**src/rtl/core/rrsg_pkg.sv**
```systemverilog
// rrsg_pkg: shared types, constants and the generator step for the run/sleep task gate
// no dependencies
package rrsg_pkg;

    localparam int SLOT_W  = 6;
    localparam int GROUP_W = 23;
    localparam int EPOCH_W = 32;
    localparam int TIME_W  = 64;
    localparam int QCNT_W  = 16;
    localparam int SLICE_W = 32;
    localparam int WIN_W   = 32;
    localparam int PRNG_W  = 64;
    localparam int CIDX_W  = 8;
    localparam int CDATA_W = 64;
    localparam int PHASE_W = 2;

    localparam logic [CIDX_W-1:0] CFG_RUN_MIN      = 8'd0;
    localparam logic [CIDX_W-1:0] CFG_RUN_MAX      = 8'd1;
    localparam logic [CIDX_W-1:0] CFG_SLEEP_MIN    = 8'd2;
    localparam logic [CIDX_W-1:0] CFG_SLEEP_MAX    = 8'd3;
    localparam logic [CIDX_W-1:0] CFG_TARGET_SLICE = 8'd4;
    localparam logic [CIDX_W-1:0] CFG_OTHER_SLICE  = 8'd5;
    localparam logic [CIDX_W-1:0] CFG_SHRINK       = 8'd6;
    localparam logic [CIDX_W-1:0] CFG_SEED         = 8'd7;

    localparam logic [PHASE_W-1:0] PH_START = 2'd0;
    localparam logic [PHASE_W-1:0] PH_RUN   = 2'd1;
    localparam logic [PHASE_W-1:0] PH_SLEEP = 2'd2;

    typedef struct packed {
        logic [SLOT_W-1:0]  task_slot;
        logic [GROUP_W-1:0] task_group;
        logic [GROUP_W-1:0] parent_group;
        logic [GROUP_W-1:0] target_group;
        logic [EPOCH_W-1:0] epoch;
        logic [TIME_W-1:0]  now_time;
        logic [QCNT_W-1:0]  queued_count;
    } in_item_t;

    typedef struct packed {
        logic [TIME_W-1:0]  eligible_time;
        logic [SLICE_W-1:0] slice_length;
        logic               is_target;
    } out_item_t;

    typedef struct packed {
        logic [WIN_W-1:0]   run_min;
        logic [WIN_W-1:0]   run_max;
        logic [WIN_W-1:0]   sleep_min;
        logic [WIN_W-1:0]   sleep_max;
        logic [SLICE_W-1:0] target_slice;
        logic [SLICE_W-1:0] other_slice;
        logic               shrink;
    } cfg_t;

    // classified item passed from front to back
    typedef struct packed {
        logic [SLOT_W-1:0]  slot;
        logic               related;
        logic               has_entry;
        logic [EPOCH_W-1:0] epoch;
        logic [TIME_W-1:0]  now_time;
        logic [SLICE_W-1:0] slice;
    } work_t;

    typedef struct packed {
        logic [PHASE_W-1:0] phase;
        logic [TIME_W-1:0]  deadline;
        logic [EPOCH_W-1:0] epoch;
    } entry_t;

    function automatic logic [PRNG_W-1:0] xorshift(input logic [PRNG_W-1:0] w);
        logic [PRNG_W-1:0] x;
        x = w;
        x = x ^ (x << 13);
        x = x ^ (x >> 7);
        x = x ^ (x << 17);
        return x;
    endfunction

endpackage

```
**src/rtl/core/rrsg_queue.sv**
```systemverilog
// rrsg_queue: two-entry queue of classified items between front and back
// depends on rrsg_pkg
module rrsg_queue (
    input  logic            aclk,
    input  logic            aresetn,
    input  logic            wr_valid,
    output logic            wr_ready,
    input  rrsg_pkg::work_t wr_data,
    output logic            rd_valid,
    input  logic            rd_ready,
    output rrsg_pkg::work_t rd_data
);

    rrsg_pkg::work_t slots_reg [2];
    logic       wp_reg, wp_next;
    logic       rp_reg, rp_next;
    logic [1:0] cnt_reg, cnt_next;
    logic       do_wr, do_rd;

    assign wr_ready = (cnt_reg != 2'd2);
    assign rd_valid = (cnt_reg != 2'd0);
    assign rd_data  = slots_reg[rp_reg];
    assign do_wr    = wr_valid && wr_ready;
    assign do_rd    = rd_valid && rd_ready;

    always_comb begin
        wp_next  = do_wr ? ~wp_reg : wp_reg;
        rp_next  = do_rd ? ~rp_reg : rp_reg;
        cnt_next = cnt_reg + {1'b0, do_wr} - {1'b0, do_rd};
    end

    always_ff @(posedge aclk) begin
        if (!aresetn) begin
            wp_reg  <= 1'b0;
            rp_reg  <= 1'b0;
            cnt_reg <= '0;
        end else begin
            wp_reg  <= wp_next;
            rp_reg  <= rp_next;
            cnt_reg <= cnt_next;
        end
        if (do_wr) begin
            slots_reg[wp_reg] <= wr_data;
        end
    end

endmodule

```
**config.mk**
```make
export PLATFORM = sky130hd
export DESIGN_NAME = rrsg_queue
export DESIGN_NICKNAME = d
export VERILOG_FILES = /design/src/rtl/core/rrsg_pkg.sv /design/src/rtl/core/rrsg_queue.sv
export SDC_FILE = /design/constraint.sdc
export NUM_CORES = 1
export LEC_CHECK = 0
export BUFFER_PORTS_ARGS = -buffer_cell sky130_fd_sc_hd__clkbuf_2
export CORE_MARGIN = 5
export CORE_UTILIZATION = 52
export CTS_BUF_LIST = sky130_fd_sc_hd__clkbuf_4 sky130_fd_sc_hd__clkbuf_8 sky130_fd_sc_hd__clkbuf_16
export CTS_CLUSTER_DIAMETER = 80
export CTS_CLUSTER_SIZE = 30
export DETAILED_ROUTE_END_ITERATION = 12
export PLACE_DENSITY = 0.89
export REMOVE_ABC_BUFFERS = 1
export SLEW_MARGIN = 30
export SYNTH_ARGS = -nofsm -noshare
export SYNTH_HDL_FRONTEND = slang
export SYNTH_SLANG_ARGS = --single-unit
export TNS_END_PERCENT = 10
```
**constraint.sdc**
```tcl
create_clock -name aclk -period 10.23 [get_ports aclk]
set_clock_uncertainty 0.05 [all_clocks]
set_input_delay 2.046 -clock aclk [delete_from_list [all_inputs] [get_ports aclk]]
set_output_delay 2.046 -clock aclk [all_outputs]
set_load 0.01 [all_outputs]
```
* Word-level counts from Yosys, hierarchy flattened *
Memories as Yosys holds them, arrays and structs flattened. A register that Yosys moved wholly into a read port is not among the register bits.
Cells that the tools add are included.

word-level totals
  flip-flop bits (word level) = 4
  latch bits = 0
  bits in writable memories = 272
  bits in read-only memories = 0
  output and inout port bits = 138
  word-level logic and storage cells = 16
  memories = 1

memories
  memory     depth  bits a word  read ports  clocked after memory_dff  wr ports  RTL line          source
  slots_reg  2      136          1           1                         1         rrsg_queue.sv:14  rrsg_pkg::work_t slots_reg [2];

cells by class
  add/subtract/negate cells = 2
  multipliers = 0
  div/mod/pow operators = 0
  order comparisons = 0
  equal/unequal tests = 1
  shift-type cells = 0
  muxes and demuxes = 4
  bitwise operators = 2
  reductions and logical operators = 3

operators with widths
  kind                                          count
  two-way mux 1 bit                             4
  adder 2 x 1 -> 2 bit                          1
  logical AND 1 bit                             2
  inequality test 2 bit, second input constant  1
  NOT 1 bit                                     2
  nonzero test 2 bit                            1
  subtractor 2 x 1 -> 2 bit                     1

* Longest topological paths before layout *
  depth in word-level cells = 4
  depth in mapped cells = 8

* Worst setup path before layout *
OpenSTA, ideal clock, no wires.

  kind = in2reg
  start point = input wr_valid
  end point = memory slots_reg[0][0] (netlist name), enable pin
  arrival time = 7.791 ns
  required time = 9.547 ns
  slack = 1.756 ns
  stages = 2
  buffers on the path = 0
  path through = nand2_1 nor2_1

on the way
  word-level cells in the longest chain between the ends = 3

ends and longest elaborated chain
  what                                     RTL line          source
  start: declaration                       rrsg_queue.sv:6   input logic wr_valid,
  logical AND 1 bit                        rrsg_queue.sv:23  assign do_wr = wr_valid && wr_ready;
  two-way mux 1 bit                        rrsg_queue.sv:42  if (do_wr) begin
  two-way mux 1 bit (implied by the code)  rrsg_queue.sv:43  slots_reg[wp_reg] <= wr_data;
  end: declaration                         rrsg_queue.sv:14

No other way between the ends.

==> impl_metrics.py <==
metrics = {
    "outcome": {
        "status": "completed",
    },
    "timing": {
        "worst_slack_ns": 4.926,
        "tightest_slew_ns": 0.8373,
        "fmax_ghz": 0.1885,
        "finalHoldViolCount": 0,
        "holdWs_ns": 0.4912,
        "setup_viol": 0,
        "fin_crit_sh": 0.5185,
        "maxSlewViolCount": 0,
        "fin_setup_tns_ns": 0,
        "period_needed_ns": 5.304,
        "rsz0062_at_grt": "no",
        "slew_headroom": 0.4418,
    },
    "pwr": {
        "powerDensity_nw_per_um2": 225.2,
        "power_leakage_uw": 0.004662,
        "power_frac_clock": 0.204,
        "p_comb_frac": 0.263,
        "power_frac_seq": 0.533,
        "peakVddDrop_v": 0.0001790,
        "power.net_switching_uw": 746.9,
        "switching_share": 0.2701,
        "internal_power_uw": 2018,
        "power.total_uw": 2765,
    },
    "final_layout": {
        "layout_common_cells": "clkbuf_2 (277), edfxtp_1 (272), mux2_2 (96)",
        "layout_commonest_cell": "clkbuf_2",
        "largest_reg_flops": 272,
        "num-nets-final": 873,
        "synthToLayoutAreaGrowth_pct": 20.41,
        "drive_above_1_share": 0.6022,
        "num-fill-cells": 1369,
    },
    "critical_path": {
        "r2r_start": "cnt_reg[0]",
        "rrSetupSlack_ns": 7.90,
        "crit_type": "reg -> out",
        "cp_max_fo": 54,
        "worst-endpoint-arrival_ns": 3.21,
        "end_kind": "output pin",
        "worstSetupStartpointType": "flop",
        "r2r-end": "slots_reg[1][101]",
        "r2r_cells": 3,
        "required_ns": 8.13,
    },
    "routing": {
        "drc": 0,
        "wl_per_cell_um": 19.02,
        "antenna_left": 0,
        "dr_total_vias": 5075,
        "vias_per_cell": 5.070,
        "drt-total-wl_um": 19040,
        "drtIter0Drc": 224,
        "dr.pass1.iters": 5,
    },
    "place": {
        "port_buffers": 277,
        "dp_slack_ns": 5.403,
        "gp_congestion": 0.7862,
        "dpl.hpwl_um": 13450,
    },
    "synth": {
        "syn_area_sq_um": 10200,
        "synthArstFlopShare": 0,
        "avgSynthCellArea_sq_um": 22.81,
        "ys_seq_elements": 277,
        "synth_area_leaders": "edfxtp_1 (80%), mux2_2 (11%), mux2_4 (5.9%)",
        "seq_area_frac_synth": 0.8109,
        "netlist.area_leader.share": 0.8011,
        "synth_ff_type": "edfxtp_1",
        "yosysWarnings": 0,
        "yosys.area.top_type": "edfxtp_1",
        "syn_inst": 447,
        "synth_cell_types": 18,
        "synth_edf_count": 272,
    },
    "clock_tree": {
        "cts-root-buf": "clkbuf_16",
        "clkLatencyLatePin_ns": 0.47,
        "cts_buffers": 13,
        "cts_setup_buffers": 0,
        "ctsHoldBuffers": 0,
        "cts_tree": "yes",
        "clockBufferDepth": 3,
        "clock_sink_count": 277,
        "clkTransAtPathRegs_ns": 0.11,
        "cts_resized": 0,
        "cts.htree.levels": 1,
    },
    "floorplanning": {
        "core_sq_um": 19400,
        "rows": 51,
        "io_pins": 278,
        "die_area_sq_um": 22510,
        "die-height_um": 150.0,
        "start_util": 0.5256,
        "die_width_um": 150.0,
    },
    "grt": {
        "grt_first_pass_wirelength_um": 28270,
        "grt_max_degree": 61,
        "overflow": 0,
        "grt_pass1_vias": 5392,
        "grt_use_total": 0.1623,
        "antenna_found_initial": 1,
    },
    "min_path": {
        "min_to": "wp_reg",
        "hp-class": "reg -> reg",
        "min_from": "wp_reg",
        "hold_depth": 2,
    },
    "job": {
        "maxCapViolations": 0,
    },
}
==> cell type report <==
class                      count  area [sq um]  share of cell area
multi-input combinational    154          1824              0.1486
clock inverter                 3         28.78            0.002344
inverter                       1         3.754           0.0003057
sequential                   277          8272              0.6738
tap                          265         331.6             0.02701
timing repair buffer         284          1471              0.1199
clock buffer                  15         340.3             0.02772
antenna                        2         5.005           0.0004077
==> power groups by stage <==
stage / combinational [uW] / clock, uW / sequential, uW
finish: 728 / 563 / 1470
global route: 781 / 629 / 1490
CTS: 743 / 579 / 1480
detailed placement: 739 / 0 / 1500
global placement: 716 / 0 / 1490
floorplan: 455 / 0 / 1560
==> kinds of logic (layout without fill, tap and decap cells) <==
logic type / after synthesis / after routing / synth area share
xor gates and xnor gates: 3 / 3 / 0.002577
AOI/OAI and AO/OA: 1 / 1 / 0.0007366
adders and majority gates: 2 / 2 / 0.002454
muxes: 137 / 137 / 0.1659
DFF: 277 / 277 / 0.8109
and+or+nand+nor: 11 / 11 / 0.006013
buffers and inverters: 16 / 303 / 0.01141
other: 0 / 2 / 0
==> Yosys cell counts (all sizes together) (2+ instances only) <==
library cell  count
ha                2
and2              2
xnor2             3
mux2            136
edfxtp          272
dfxtp             5
nand2             2
nor2b             2
nand2b            2
buf              15
==> metrics by stage <==
step	util	cell area (sq um)	cells
2_1_floorplan	-	10080	432
3_3_place_gp	0.6111	11860	979
3_5_place_dp	0.6136	11900	981
4_1_cts	0.6326	12270	999
5_1_grt	0.6327	12270	1000
6_report	0.6329	12280	1001
==> worst max-delay path: stages (launching register included) <==
cell and delay, ns:
dfxtp_4 0.62, buf_4 0.69, buf_4 0.76, mux2_2 0.43
clkbuf_2 0.13
==> layer usage <==
layer | global-route usage | share of wire
met1 | 0.1856 | 0.36
met2 | 0.2933 | 0.53
met3 | 0.04846 | 0.080
met4 | 0.04986 | 0.026
met5 | 0 | 0
==> worst max path at each step <==
stage,start,endpoint,slack (ns),cells past startpoint
2_1_floorplan,wr_valid,slots_reg[0][0],1.76,2
3_3_place_gp,flop,rd_data[65],5.47,4
3_5_place_dp,flop,rd_data[43],5.40,4
4_1_cts,flop,rd_data[43],4.88,4
5_1_grt,flop,rd_data[43],4.76,4
6_report,flop,rd_data[43],4.93,4
Note: power is estimated with default switching activity, not from simulation.
